**src/sv/tew_pkg.sv**
```systemverilog
// Shared constants and types for the triangle edge walker.
// Used by the lane and the top level.
package tew_pkg;

	localparam int Q_W       = 32;   // signed Q16.16 word
	localparam int FRAC_W    = 16;   // fraction bits
	localparam int NUM_LANES = 4;    // x, z, w, light
	localparam int DIV_STEPS = 32;   // quotient bits produced one per cycle
	localparam int CNT_W     = $clog2(DIV_STEPS);

	// request opcodes
	typedef enum logic {
		OP_START = 1'b0,
		OP_STEP  = 1'b1
	} tew_op_t;

	// per-cycle control broadcast to every lane
	typedef struct packed {
		logic load;    // new edge: take start value and set up the divider
		logic flat;    // zero-height edge: slope forced to zero
		logic iter;    // one restoring-division step
		logic finish;  // sign and saturate the quotient into the slope
		logic step;    // add slope to accumulator, saturating
	} tew_lane_ctrl_t;

endpackage

```
**src/sv/tew_req_if.sv**
```systemverilog
// Request channel of the edge walker: valid/ready plus endpoint fields.
// Depends on no other file.
interface tew_req_if;
	logic               valid;
	logic               ready;
	logic               opcode;
	logic signed [31:0] start_x;
	logic signed [31:0] start_y;
	logic signed [31:0] start_z;
	logic signed [31:0] start_w;
	logic signed [31:0] start_light;
	logic signed [31:0] end_x;
	logic signed [31:0] end_y;
	logic signed [31:0] end_z;
	logic signed [31:0] end_w;
	logic signed [31:0] end_light;

	modport source (
		output valid, opcode, start_x, start_y, start_z, start_w, start_light,
		output end_x, end_y, end_z, end_w, end_light,
		input  ready
	);
	modport sink (
		input  valid, opcode, start_x, start_y, start_z, start_w, start_light,
		input  end_x, end_y, end_z, end_w, end_light,
		output ready
	);
endinterface

```
**src/sv/tew_rsp_if.sv**
```systemverilog
// Result channel of the edge walker: valid/ready plus current edge values.
// Depends on no other file.
interface tew_rsp_if;
	logic               valid;
	logic               ready;
	logic signed [31:0] cur_x;
	logic signed [31:0] cur_z;
	logic signed [31:0] cur_w;
	logic signed [31:0] cur_light;
	logic signed [31:0] edge_top_y;
	logic signed [31:0] edge_bottom_y;
	logic               flat_edge;

	modport source (
		output valid, cur_x, cur_z, cur_w, cur_light, edge_top_y, edge_bottom_y,
		output flat_edge,
		input  ready
	);
	modport sink (
		input  valid, cur_x, cur_z, cur_w, cur_light, edge_top_y, edge_bottom_y,
		input  flat_edge,
		output ready
	);
endinterface

```
**src/sv/tew_lane.sv**
```systemverilog
// One interpolation lane: serial restoring divider for the slope plus the
// saturating accumulator. Depends on tew_pkg for widths and the control struct.
module tew_lane (
	input  logic                               clk,
	input  logic                               arst_n,
	input  tew_pkg::tew_lane_ctrl_t            ctrl,
	input  logic signed [tew_pkg::Q_W-1:0]     start_val,
	input  logic signed [tew_pkg::Q_W-1:0]     end_val,
	input  logic        [tew_pkg::Q_W-1:0]     den_mag,
	input  logic                               den_neg,
	output logic signed [tew_pkg::Q_W-1:0]     acc
);

	localparam int W  = tew_pkg::Q_W;
	localparam int FW = tew_pkg::FRAC_W;

	logic [W:0]      diff;
	logic [W:0]      diff_neg;
	logic [W-1:0]    num_mag;
	logic            ovf;
	logic [W:0]      trial;
	logic [W-1:0]    q_neg;
	logic [W-1:0]    slope_nx;
	logic [W:0]      sum;

	logic [W-1:0]    acc_q;
	logic [W-1:0]    slope_q;
	logic [W-1:0]    rem_q;
	logic [W-1:0]    dvd_q;
	logic [W-1:0]    d_q;
	logic            neg_q;
	logic            ovf_q;

	// numerator magnitude; end - start is exact in W+1 bits, |.| fits in W
	assign diff     = {end_val[W-1], end_val} - {start_val[W-1], start_val};
	assign diff_neg = -diff;
	assign num_mag  = diff[W] ? diff_neg[W-1:0] : diff[W-1:0];

	// quotient of (num << FW) / den reaches 2^W exactly when num >= den << FW
	assign ovf = {{FW{1'b0}}, num_mag} >= {den_mag, {FW{1'b0}}};

	// restoring step: remainder shifted with next dividend bit, minus divisor
	assign trial = {rem_q, dvd_q[W-1]} - {1'b0, d_q};

	// signed, saturated Q16.16 slope from the unsigned quotient
	assign q_neg = -dvd_q;
	always_comb begin
		priority if (ovf_q) begin
			slope_nx = neg_q ? {1'b1, {(W-1){1'b0}}} : {1'b0, {(W-1){1'b1}}};
		end else if (neg_q) begin
			slope_nx = (dvd_q > {1'b1, {(W-1){1'b0}}}) ? {1'b1, {(W-1){1'b0}}} : q_neg;
		end else begin
			slope_nx = dvd_q[W-1] ? {1'b0, {(W-1){1'b1}}} : dvd_q;
		end
	end

	// saturating accumulate
	assign sum = {acc_q[W-1], acc_q} + {slope_q[W-1], slope_q};

	// architectural state: accumulator and slope
	always_ff @(posedge clk or negedge arst_n) begin
		if (!arst_n) begin
			acc_q   <= '0;
			slope_q <= '0;
		end else begin
			if (ctrl.load) begin
				acc_q <= start_val;
				if (ctrl.flat) begin
					slope_q <= '0;
				end
			end else if (ctrl.step) begin
				if (sum[W] != sum[W-1]) begin
					acc_q <= sum[W] ? {1'b1, {(W-1){1'b0}}} : {1'b0, {(W-1){1'b1}}};
				end else begin
					acc_q <= sum[W-1:0];
				end
			end
			if (ctrl.finish) begin
				slope_q <= slope_nx;
			end
		end
	end

	// divider datapath; quotient bits shift into the dividend register
	always_ff @(posedge clk) begin
		if (ctrl.load) begin
			rem_q <= {{(W-FW){1'b0}}, num_mag[W-1:FW]};
			dvd_q <= {num_mag[FW-1:0], {(W-FW){1'b0}}};
			d_q   <= den_mag;
			neg_q <= diff[W] ^ den_neg;
			ovf_q <= ovf;
		end else if (ctrl.iter) begin
			if (!trial[W]) begin
				rem_q <= trial[W-1:0];
				dvd_q <= {dvd_q[W-2:0], 1'b1};
			end else begin
				rem_q <= {rem_q[W-2:0], dvd_q[W-1]};
				dvd_q <= {dvd_q[W-2:0], 1'b0};
			end
		end
	end

	assign acc = acc_q;

endmodule

```
**src/sv/triangle_edge_walker_unit.sv**
```systemverilog
// Top level of the triangle edge walker: sequencer, four lanes and the
// result register. Depends on tew_pkg, tew_req_if, tew_rsp_if and tew_lane.
//
// Usage:
//   req (sink): one request per edge start (opcode 0, both endpoints) or per
//   scanline step (opcode 1, endpoint fields ignored). Taken when valid and
//   ready are high at a rising edge of clk.
//   rsp (source): exactly one result per request, in request order: current
//   x, z, w, light, the stored top and bottom y and the flat-edge flag.
// Sequence:
//   Step: the request goes to ST_EMIT, which loads the result register.
//   Start: the four slopes are divided in parallel lanes, each by a shared-
//   control restoring divider giving one quotient bit per cycle; the lanes
//   run 32 division steps (ST_DIV) and one step to sign and saturate
//   (ST_FIN); ST_EMIT then loads the result register. A zero-height start
//   skips the division. One request is in flight at a time; ready is high
//   only while idle, so no new request is taken until a result is loaded.
// Stall: the result register holds while rsp.ready is low; the next request
//   is still taken and worked, and waits to be loaded until the slot frees.
// Reset: arst_n clears slopes, accumulators, y limits and the flag to zero.
module triangle_edge_walker_unit (
	input  logic       clk,
	input  logic       arst_n,
	tew_req_if.sink    req,
	tew_rsp_if.source  rsp
);

	localparam int W  = tew_pkg::Q_W;
	localparam int NL = tew_pkg::NUM_LANES;
	localparam int CW = tew_pkg::CNT_W;

	typedef enum logic [1:0] {
		ST_IDLE,
		ST_DIV,
		ST_FIN,
		ST_EMIT
	} state_t;

	state_t                  state_q;
	logic [CW-1:0]           cnt_q;
	logic                    out_valid_q;
	logic [W-1:0]            top_y_q;
	logic [W-1:0]            bot_y_q;
	logic                    flat_q;
	logic [W-1:0]            o_acc_q [NL];
	logic [W-1:0]            o_top_q;
	logic [W-1:0]            o_bot_q;
	logic                    o_flat_q;

	logic                    req_take;
	logic                    is_start;
	logic                    is_flat;
	logic                    emit_go;
	logic                    div_last;
	logic [W:0]              height;
	logic [W:0]              height_neg;
	logic [W-1:0]            den_mag;
	tew_pkg::tew_lane_ctrl_t lane_ctrl;
	logic signed [W-1:0]     lane_start [NL];
	logic signed [W-1:0]     lane_end   [NL];
	logic signed [W-1:0]     lane_acc   [NL];

	// request decode
	assign req.ready = (state_q == ST_IDLE);
	assign req_take  = req.valid && req.ready;
	assign is_start  = (tew_pkg::tew_op_t'(req.opcode) == tew_pkg::OP_START);
	assign is_flat   = (req.start_y == req.end_y);
	assign emit_go   = (state_q == ST_EMIT) && (!out_valid_q || rsp.ready);
	assign div_last  = (cnt_q == CW'(tew_pkg::DIV_STEPS - 1));

	// edge height magnitude and sign, shared by all lanes
	assign height     = {req.end_y[W-1], req.end_y} - {req.start_y[W-1], req.start_y};
	assign height_neg = -height;
	assign den_mag    = height[W] ? height_neg[W-1:0] : height[W-1:0];

	// lane control
	always_comb begin
		lane_ctrl.load   = req_take && is_start;
		lane_ctrl.flat   = is_flat;
		lane_ctrl.iter   = (state_q == ST_DIV);
		lane_ctrl.finish = (state_q == ST_FIN);
		lane_ctrl.step   = req_take && !is_start;
	end

	// channel order x, z, w, light
	assign lane_start[0] = req.start_x;
	assign lane_start[1] = req.start_z;
	assign lane_start[2] = req.start_w;
	assign lane_start[3] = req.start_light;
	assign lane_end[0]   = req.end_x;
	assign lane_end[1]   = req.end_z;
	assign lane_end[2]   = req.end_w;
	assign lane_end[3]   = req.end_light;

	for (genvar i = 0; i < NL; i++) begin : g_lane
		tew_lane u_lane (
			.clk       (clk),
			.arst_n    (arst_n),
			.ctrl      (lane_ctrl),
			.start_val (lane_start[i]),
			.end_val   (lane_end[i]),
			.den_mag   (den_mag),
			.den_neg   (height[W]),
			.acc       (lane_acc[i])
		);
	end

	// sequencer, edge limits and result register
	always_ff @(posedge clk or negedge arst_n) begin
		if (!arst_n) begin
			state_q     <= ST_IDLE;
			cnt_q       <= '0;
			out_valid_q <= 1'b0;
			top_y_q     <= '0;
			bot_y_q     <= '0;
			flat_q      <= 1'b0;
			for (int i = 0; i < NL; i++) begin
				o_acc_q[i] <= '0;
			end
			o_top_q     <= '0;
			o_bot_q     <= '0;
			o_flat_q    <= 1'b0;
		end else begin
			// slot empties on acceptance unless a new result refills it
			if (rsp.valid && rsp.ready && !emit_go) begin
				out_valid_q <= 1'b0;
			end
			unique case (state_q)
				ST_IDLE: begin
					if (req_take) begin
						cnt_q <= '0;
						if (is_start) begin
							top_y_q <= req.start_y;
							bot_y_q <= req.end_y;
							flat_q  <= is_flat;
							state_q <= is_flat ? ST_EMIT : ST_DIV;
						end else begin
							state_q <= ST_EMIT;
						end
					end
				end
				ST_DIV: begin
					cnt_q <= cnt_q + 1'b1;
					if (div_last) begin
						state_q <= ST_FIN;
					end
				end
				ST_FIN: begin
					state_q <= ST_EMIT;
				end
				ST_EMIT: begin
					if (emit_go) begin
						for (int i = 0; i < NL; i++) begin
							o_acc_q[i] <= lane_acc[i];
						end
						o_top_q     <= top_y_q;
						o_bot_q     <= bot_y_q;
						o_flat_q    <= flat_q;
						out_valid_q <= 1'b1;
						state_q     <= ST_IDLE;
					end
				end
				default: begin
					state_q <= ST_IDLE;
				end
			endcase
		end
	end

	// result channel
	assign rsp.valid         = out_valid_q;
	assign rsp.cur_x         = o_acc_q[0];
	assign rsp.cur_z         = o_acc_q[1];
	assign rsp.cur_w         = o_acc_q[2];
	assign rsp.cur_light     = o_acc_q[3];
	assign rsp.edge_top_y    = o_top_q;
	assign rsp.edge_bottom_y = o_bot_q;
	assign rsp.flat_edge     = o_flat_q;

	// a step needs no division
	a_step_to_emit: assert property (@(posedge clk) disable iff (!arst_n)
		req_take && !is_start |=> state_q == ST_EMIT)
		else $error("step request did not go straight to result");

	// a sloped start begins the division with a cleared counter
	a_start_div: assert property (@(posedge clk) disable iff (!arst_n)
		req_take && is_start && !is_flat |=> state_q == ST_DIV && cnt_q == '0)
		else $error("start request did not enter division");

	// division ends after the last quotient bit
	a_div_end: assert property (@(posedge clk) disable iff (!arst_n)
		state_q == ST_DIV && div_last |=> state_q == ST_FIN)
		else $error("division overran its step count");

	// a zero-height start records the flag
	a_flat_flag: assert property (@(posedge clk) disable iff (!arst_n)
		req_take && is_start && is_flat |=> flat_q && state_q == ST_EMIT)
		else $error("flat edge not flagged");

	// loading the result frees the block for the next request
	a_emit_idle: assert property (@(posedge clk) disable iff (!arst_n)
		emit_go |=> out_valid_q && req.ready)
		else $error("result load did not return to idle");

endmodule
```
**src/flat_wrapper.sv**
```systemverilog
// flat-port wrapper written by rule: the top's interface ports become plain ports
module triangle_edge_walker_unit_flat 
  (clk, arst_n, req_valid, req_opcode, req_start_x, req_start_y, req_start_z, req_start_w, req_start_light, req_end_x, req_end_y, req_end_z, req_end_w, req_end_light, req_ready, rsp_valid, rsp_cur_x, rsp_cur_z, rsp_cur_w, rsp_cur_light, rsp_edge_top_y, rsp_edge_bottom_y, rsp_flat_edge, rsp_ready);
  tew_req_if req_i ();
  tew_rsp_if rsp_i ();
  input  logic clk;
  input  logic arst_n;
  input wire logic [$bits(req_i.valid)-1:0] req_valid;
  input wire logic [$bits(req_i.opcode)-1:0] req_opcode;
  input wire logic [$bits(req_i.start_x)-1:0] req_start_x;
  input wire logic [$bits(req_i.start_y)-1:0] req_start_y;
  input wire logic [$bits(req_i.start_z)-1:0] req_start_z;
  input wire logic [$bits(req_i.start_w)-1:0] req_start_w;
  input wire logic [$bits(req_i.start_light)-1:0] req_start_light;
  input wire logic [$bits(req_i.end_x)-1:0] req_end_x;
  input wire logic [$bits(req_i.end_y)-1:0] req_end_y;
  input wire logic [$bits(req_i.end_z)-1:0] req_end_z;
  input wire logic [$bits(req_i.end_w)-1:0] req_end_w;
  input wire logic [$bits(req_i.end_light)-1:0] req_end_light;
  output wire logic [$bits(req_i.ready)-1:0] req_ready;
  output wire logic [$bits(rsp_i.valid)-1:0] rsp_valid;
  output wire logic [$bits(rsp_i.cur_x)-1:0] rsp_cur_x;
  output wire logic [$bits(rsp_i.cur_z)-1:0] rsp_cur_z;
  output wire logic [$bits(rsp_i.cur_w)-1:0] rsp_cur_w;
  output wire logic [$bits(rsp_i.cur_light)-1:0] rsp_cur_light;
  output wire logic [$bits(rsp_i.edge_top_y)-1:0] rsp_edge_top_y;
  output wire logic [$bits(rsp_i.edge_bottom_y)-1:0] rsp_edge_bottom_y;
  output wire logic [$bits(rsp_i.flat_edge)-1:0] rsp_flat_edge;
  input wire logic [$bits(rsp_i.ready)-1:0] rsp_ready;
  assign req_i.valid = req_valid;
  assign req_i.opcode = req_opcode;
  assign req_i.start_x = req_start_x;
  assign req_i.start_y = req_start_y;
  assign req_i.start_z = req_start_z;
  assign req_i.start_w = req_start_w;
  assign req_i.start_light = req_start_light;
  assign req_i.end_x = req_end_x;
  assign req_i.end_y = req_end_y;
  assign req_i.end_z = req_end_z;
  assign req_i.end_w = req_end_w;
  assign req_i.end_light = req_end_light;
  assign req_ready = req_i.ready;
  assign rsp_valid = rsp_i.valid;
  assign rsp_cur_x = rsp_i.cur_x;
  assign rsp_cur_z = rsp_i.cur_z;
  assign rsp_cur_w = rsp_i.cur_w;
  assign rsp_cur_light = rsp_i.cur_light;
  assign rsp_edge_top_y = rsp_i.edge_top_y;
  assign rsp_edge_bottom_y = rsp_i.edge_bottom_y;
  assign rsp_flat_edge = rsp_i.flat_edge;
  assign rsp_i.ready = rsp_ready;
  triangle_edge_walker_unit u_core (.clk(clk), .arst_n(arst_n), .req(req_i), .rsp(rsp_i));
endmodule
```
**config.mk**
```make
export PLATFORM = sky130hd
export DESIGN_NAME = triangle_edge_walker_unit_flat
export DESIGN_NICKNAME = d
export VERILOG_FILES = /design/src/sv/tew_pkg.sv /design/src/sv/tew_req_if.sv /design/src/sv/tew_rsp_if.sv /design/src/sv/tew_lane.sv /design/src/sv/triangle_edge_walker_unit.sv /design/src/flat_wrapper.sv
export SDC_FILE = /design/constraint.sdc
export NUM_CORES = 2
export LEC_CHECK = 0
export BUFFER_PORTS_ARGS = -buffer_cell sky130_fd_sc_hd__buf_4
export CORE_MARGIN = 1
export CORE_UTILIZATION = 44
export DETAILED_ROUTE_END_ITERATION = 10
export HOLD_SLACK_MARGIN = 0.05
export SLEW_MARGIN = 10
export SYNTH_ARGS = -nofsm -noshare
export SYNTH_HDL_FRONTEND = slang
export SYNTH_HIERARCHICAL = 1
export SYNTH_SLANG_ARGS = --single-unit
```
**constraint.sdc**
```tcl
create_clock -name clk -period 8.4 [get_ports clk]
set_input_delay 0.42 -clock clk [delete_from_list [all_inputs] [get_ports clk]]
set_output_delay 0.42 -clock clk [all_outputs]
set_load 0.05 [all_outputs]
```
---- Word-level counts from Yosys, hierarchy flattened ----
Cells that the tools add are included.
cells by class
  add/sub/neg operators ................... 23
  $lt $le $gt $ge ......................... 8
  equality and inequality tests ........... 12
  muxes and demuxes ....................... 82
  bitwise logic cells ..................... 5
  reduce and logical (&&, ||, !) cells .... 20
operator list
  kind                                                   count
  2-to-1 mux 32 bit                                      55
  negator 32 bit                                         9
  >= comparator 32 x 48 -> 1 bit                         4
  subtractor 32 x 32 -> 33 bit                           5
  adder 32 x 32 -> 33 bit                                4
  subtractor 33 x 32 -> 33 bit                           4
  greater-than comparator 32 bit, second input constant  4
  2-to-1 mux 16 bit                                      8
  2-to-1 mux 31 bit                                      4
  == test 32 bit                                         1
  2-to-1 mux 2 bit                                       5
  case mux 5 bit (2 select lines)                        1
  nonzero test 2 bit                                     5
  case mux 2 bit (4 select lines)                        1
  2-to-1 mux 1 bit                                       7
  logical AND 1 bit                                      6
  AND reduction 2 bit                                    3
  AND reduction 3 bit                                    2
  adder 5 x 1 -> 5 bit, second input constant            1
  == test 5 bit, second input constant                   1
  2-to-1 mux 5 bit                                       1
  == test 2 bit, second input constant                   2
  inequality test 1 bit                                  4
  inequality test 2 x 1 -> 1 bit, second input constant  2
  other kinds (7)                                        11
storage, ports and cells
  register bits ........................... 818
  input bits .............................. 325
  output and inout port bits .............. 195
  word-level logic and storage cells ...... 196

---- Logic depth before layout (Yosys ltp) ----
  depth after elaboration ................. 8
  gate-level depth with buffers ........... 27
  depth with buffers taken out ............ 27

---- Cells and area by module ----
The synthesis kept the hierarchy.
by module, submodules not included
  module                                  times used  cells an instance  area each (um2)  seq. area each (um2)
  tew_lane (u_core.g_lane[1].u_lane ...)  2           1,782              14,471.4         4,224.1
  tew_lane (u_core.g_lane[3].u_lane)      1           1,782              14,476.4         4,224.1
  tew_lane (u_core.g_lane[0].u_lane)      1           1,777              14,403.8         4,224.1
  triangle_edge_walker_unit               1           1,218              13,280.2         6,656.4

---- Worst setup path after synthesis ----
OpenSTA, ideal clock, no wires.
  path type ............................... reg2reg
  start point ............................. register u_core.state_q[0]
  end point ............................... register u_core.g_lane[1].u_lane.dvd_q[16] (enable)
  arrival ................................. 6.912 ns
  data required time ...................... 8.011 ns
  slack ................................... 1.099 ns
  stages on the path, launching flop included .. 10
  buffers on the path ..................... 3
  path through ............................ dfrtp_1 inv_1 ha_1 nand3b_1 inv_1 buf_1 clkbuf_1 clkinv_1 clkbuf_1 nand2_1
RTL lines
  item                      line                              source
  start: declaration        triangle_edge_walker_unit.sv:39   state_t state_q;
  start signal: assignment  triangle_edge_walker_unit.sv:136  state_q <= is_flat ? ST_EMIT : ST_DIV;
  end signal: assignment    tew_lane.sv:88                    dvd_q <= {num_mag[FW-1:0], {(W-FW){1'b0}}};
  end signal: assignment    tew_lane.sv:95                    dvd_q <= {dvd_q[W-2:0], 1'b1};
  end signal: assignment    tew_lane.sv:98                    dvd_q <= {dvd_q[W-2:0], 1'b0};
  end: declaration          tew_lane.sv:29                    logic [W-1:0] dvd_q;

---- Worst setup path after layout ----
  start point ............................. input port req_end_y[0]
  end point ............................... register u_core.g_lane[2].u_lane.ovf_q (data pin)
on the way
  elaborated cells on any way between the ends .. 4
  classes of those cells .................. 2 x add/sub; 1 x order compare; 1 x mux
RTL lines
  item                             line                             source
  start: declaration               flat_wrapper.sv:16               input wire logic [$bits(req_i.end_y)-1:0] req_end_y;
  subtractor 32 x 32 -> 33 bit     triangle_edge_walker_unit.sv:72  assign height = {req.end_y[W-1], req.end_y} - {req.start_y[W-1], req.start_y};
  net u_core.height[32]            triangle_edge_walker_unit.sv:55  logic [W:0] height;
  2-to-1 mux 32 bit                triangle_edge_walker_unit.sv:74  assign den_mag = height[W] ? height_neg[W-1:0] : height[W-1:0];
  net u_core.den_mag[1]            triangle_edge_walker_unit.sv:57  logic [W-1:0] den_mag;
  >= comparator 32 x 48 -> 1 bit   tew_lane.sv:40                   assign ovf = {{FW{1'b0}}, num_mag} >= {den_mag, {FW{1'b0}}};
  net u_core.g_lane[2].u_lane.ovf  tew_lane.sv:20                   logic ovf;
  end signal: assignment           tew_lane.sv:91                   ovf_q <= ovf;
  end: declaration                 tew_lane.sv:32                   logic ovf_q;
The timed path passes the listed nets, and every way through them passes these cells.
A chain may end at the register's enable or synchronous reset.

==> impl_metrics.csv <==
group,metric,value,unit
synth,yosysMostFrequentCell,"nand2_1",
layout,nFillCells,15173,
worst_setup_path,cp-endpoint,"u_core/g_lane[2].u_lane/ovf_q",
synth,avgSynthCellArea,8.52,sq um
synth,synth-seq-area-share,0.331,
worst_hold_path,worstHoldPathType,"input pin to flop",
die,io_pins,520,
routing,viasPerCell,5.91,
pwr,power.internal,18.2,mW
layout,regArea,0.0236,sq mm
sta,drv_slew,0,
die,rows,147,
pwr,vdd_ir_drop_max,0.240,mV
die,dieArea,0.163,sq mm
cts,post_cts_buffers,0,
synth,dominantRegCellSynth,"dfrtp_1",
outcome,status,"completed",
synth,synth_top_area_frac,0.184,
global_route,grt_max_degree,155,
pwr,switching_share,0.475,
layout,finalInstanceArea,0.0828,sq mm
routing,post-route-drc-count,0,
layout,final_util,0.516,
global_route,antenna_found_initial,6,
routing,totalWireLength,233000,microns
pwr,power_density,419,mW/mm^2
worst_setup_path,worstPathMaxFanout,23,
pwr,combPwrFrac,0.603,
synth,synthTopCellsByCount,"774 x nand2_1, 711 x a21oi_1, 697 x nor2_1",
cts,cts_made_buffers,110,
sta,fmax,138,MHz
worst_setup_path,rrSetupSlack,2840,ps
routing,first_pass_iters,7,
synth,yosysUniqueCellTypes,137,
place,gp_congestion,0.926,
die,die_y,404,microns
synth,ys_warn_count,6,
sta,finClkSkew,62.8,ps
place,placed_cell_area,0.0770,sq mm
worst_setup_path,cp.required,8830,ps
global_route,grt-ovfl-total,0,
synth,synthesis.area,0.0711,sq mm
synth,synth-edff-count,264,
worst_setup_path,setup.worst_path.end_class,"flop",
cts,htreeDepth,3,
worst_setup_path,start_kind,"input pin",
global_route,grtUsageTotal,0.277,
worst_setup_path,rr_worst_depth,13,
sta,setup_viol,0,
pwr,power.leakage,36.6,nW
sta,hold_viol,0,
layout,multi_input_area,0.0442,sq mm
cts,cts_tree,"built",
cts,cts_buffer_depth,3,
synth,synth_area_leaders,"dfrtp_1 18%, edfxtp_1 11%, ha_1 8.7%, a21oi_1 5.0%, nand2_1 4.1%",
pwr,switchingPower,16.5,mW
sta,period_needed,7270,ps
cts,root_buffer,"clkbuf_16",
synth,synth-seq-cells,914,
cts,cts.clk_slew.worst_paths,60,ps
pwr,clock_power_share,0.146,
pwr,power_frac_seq,0.251,
routing,via_count,65655,
worst_setup_path,startpoint,"req_end_y[0]",
sta,fin_tns_setup,0,ps
sta,period_share,0.865,
worst_setup_path,critPathKind,"input pin to flop",
synth,synthArstFlopShare,0.571,
die,dieWidth,404,microns
global_route,grt_pass1_wl,361000,microns
routing,drtIter0Drc,5680,
sta,rsz0062_at_grt,"false",
worst_setup_path,critPathArrivalTime,7700,ps
cts,clock_latency,760,ps
layout,layout-drive-gt1-share,0.132,
flow_run,cap_violations,0,
cts,cts.sinks,914,
synth,synthesis.nets,9174,
die,start_util,0.443,
worst_setup_path,timing.rr.end,"u_core/g_lane[3].u_lane/rem_q[14]",
synth,synthCells,8341,
place,dp_hpwl,175000,microns
routing,ant_nets,0,
synth,yosys.area.top_type,"dfrtp_1",
worst_setup_path,r2r-start,"u_core/g_lane[3].u_lane/dvd_q[31]",
layout,num-nets-final,9681,
place,io_buffers,519,
global_route,first_global_vias,62603,
sta,max-slew-margin-rel,0.166,
sta,worst_slew_pin_slew,1240,ps
die,design.core.area,0.161,sq mm
layout,area_delta_synth_final,16.5,%
routing,wl_per_cell,21.0,microns
-- cell families after synthesis --
kind of cell	after synthesis	share of synthesized area
muxes	324	0.0493
xor gates and xnor gates	446	0.0554
AOI/OAI and AO/OA	2644	0.246
DFF	914	0.331
buffers and inverters	920	0.0503
and+or+nand+nor	2585	0.177
adders and majority gates	508	0.0908
-- state kept, by name, summed over array words and instances (netlist names), 2 cells and up --
signal                        count
u_core/top_y_q                   32
u_core/rsp.cur_z                 32
u_core/rsp.cur_light             32
u_core/rsp.edge_top_y            32
u_core/rsp.cur_x                 32
u_core/cnt_q                      5
u_core/g_lane.u_lane/rem_q      128
u_core/g_lane.u_lane/slope_q    128
u_core/g_lane.u_lane/acc        128
u_core/rsp.cur_w                 32
u_core/g_lane.u_lane/ovf_q        4
u_core/rsp.edge_bottom_y         32
u_core/g_lane.u_lane/dvd_q      128
u_core/g_lane.u_lane/neg_q        4
u_core/state_q                    2
u_core/g_lane.u_lane/d_q        128
u_core/bot_y_q                   32
-- routing by layer --
layer / GRT usage / up-vias / part of all wire
li1: - / 31535 / -
met1: 0.391 / 31780 / 0.46
met2: 0.431 / 1993 / 0.44
met3: 0.0393 / 345 / 0.062
met4: 0.0962 / 2 / 0.034
met5: 0 / - / 0.000086
-- power by group through the flow --
stage | clock network (mW) | logic (mW) | registers [mW]
after floorplan | 0 | 14.3 | 9.54
final | 5.05 | 20.9 | 8.69
after CTS | 5.17 | 20.8 | 8.67
after global routing | 5.33 | 23.1 | 8.93
after global placement | 0 | 20.3 | 8.69
after detailed placement | 0 | 20.6 | 8.73
-- area by class of cell --
class | instances | area share
Antenna cell | 2 | 0.0000604
Clock buffer | 163 | 0.0400
Clock inverter | 47 | 0.00697
Inverter | 533 | 0.0243
Multi-Input combinational cell | 6507 | 0.534
Sequential cell | 914 | 0.284
Tap cell | 2160 | 0.0326
Timing Repair Buffer | 782 | 0.0778
-- metrics by stage --
| step | power, mW | setup slack, ps | hold slack, ps | cells |
|---|---|---|---|---|
| global placement | 29.0 | 1290 | 456 | 10705 |
| global route | 37.3 | 755 | 121 | 11106 |
| detailed placement | 29.3 | 1160 | 461 | 10705 |
| floorplan | 23.8 | 1100 | 124 | 8341 |
| finish | 34.7 | 1130 | 118 | 11108 |
| CTS | 34.6 | 1370 | 65.7 | 11106 |
-- worst max-delay path, stage by stage --
cell and delay, ps:
dlygate4sd3_1 550, buf_4 110, inv_1 40, ha_1 210
fa_1 510, and2b_1 340, o221ai_1 250, a2bb2oi_1 420
o21ai_0 330, a21o_1 270, a21oi_1 160, o21bai_1 110
a41oi_2 900, inv_2 370, o21ai_2 840, inv_1 110
ha_1 340, nor2b_1 130, o21ai_0 150, nand2b_1 70
a21oi_1 140, o21ai_0 90, a221o_1 350, a21o_1 180
a21oi_1 150, o32ai_1 110
-- layout by cell type, fill, tap and decap left out, types with 24 or more instances in the layout --
master,count
xor2_1,162
or2_2,46
o22ai_1,155
dfxtp_1,128
and2_1,51
nand4_1,95
buf_4,583
nor2b_1,80
nand2b_1,137
a22o_1,113
a21boi_0,27
xnor2_1,266
edfxtp_1,264
o21bai_1,46
o211ai_1,81
dlygate4sd3_1,191
mux2i_1,114
mux2_2,205
inv_1,522
nor3_1,175
clkbuf_1,25
nand2_1,773
nor2_1,696
nand3_1,156
a211o_1,29
nor4_1,50
a211oi_1,113
a21o_1,230
a31oi_1,105
o211a_1,24
or3_1,73
dfrtp_1,522
o21a_1,92
ha_1,493
o21ai_0,503
and3_1,81
o31ai_1,37
a21oi_1,705
clkbuf_16,117
a311oi_1,29
-- worst min path at each step --
stage	cells after the start	startpoint	to
3_3_place_gp	2	u_core/top_y_q[0]	u_core/top_y_q[0]
4_1_cts	4	req_start_w[21]	u_core/g_lane[2].u_lane/acc[21]
5_1_grt	4	req_start_w[21]	u_core/g_lane[2].u_lane/acc[21]
2_1_floorplan	0	arst_n	u_core/bot_y_q[0]
3_5_place_dp	2	u_core/bot_y_q[11]	u_core/bot_y_q[11]
6_report	5	req_opcode	u_core/state_q[1]
-- what timing repair did --
item,CTS,global route
hold buffers,191,0
hold endpoints to repair,287,0
gates resized for setup,0,0
Power figures use the tool's default switching activity.
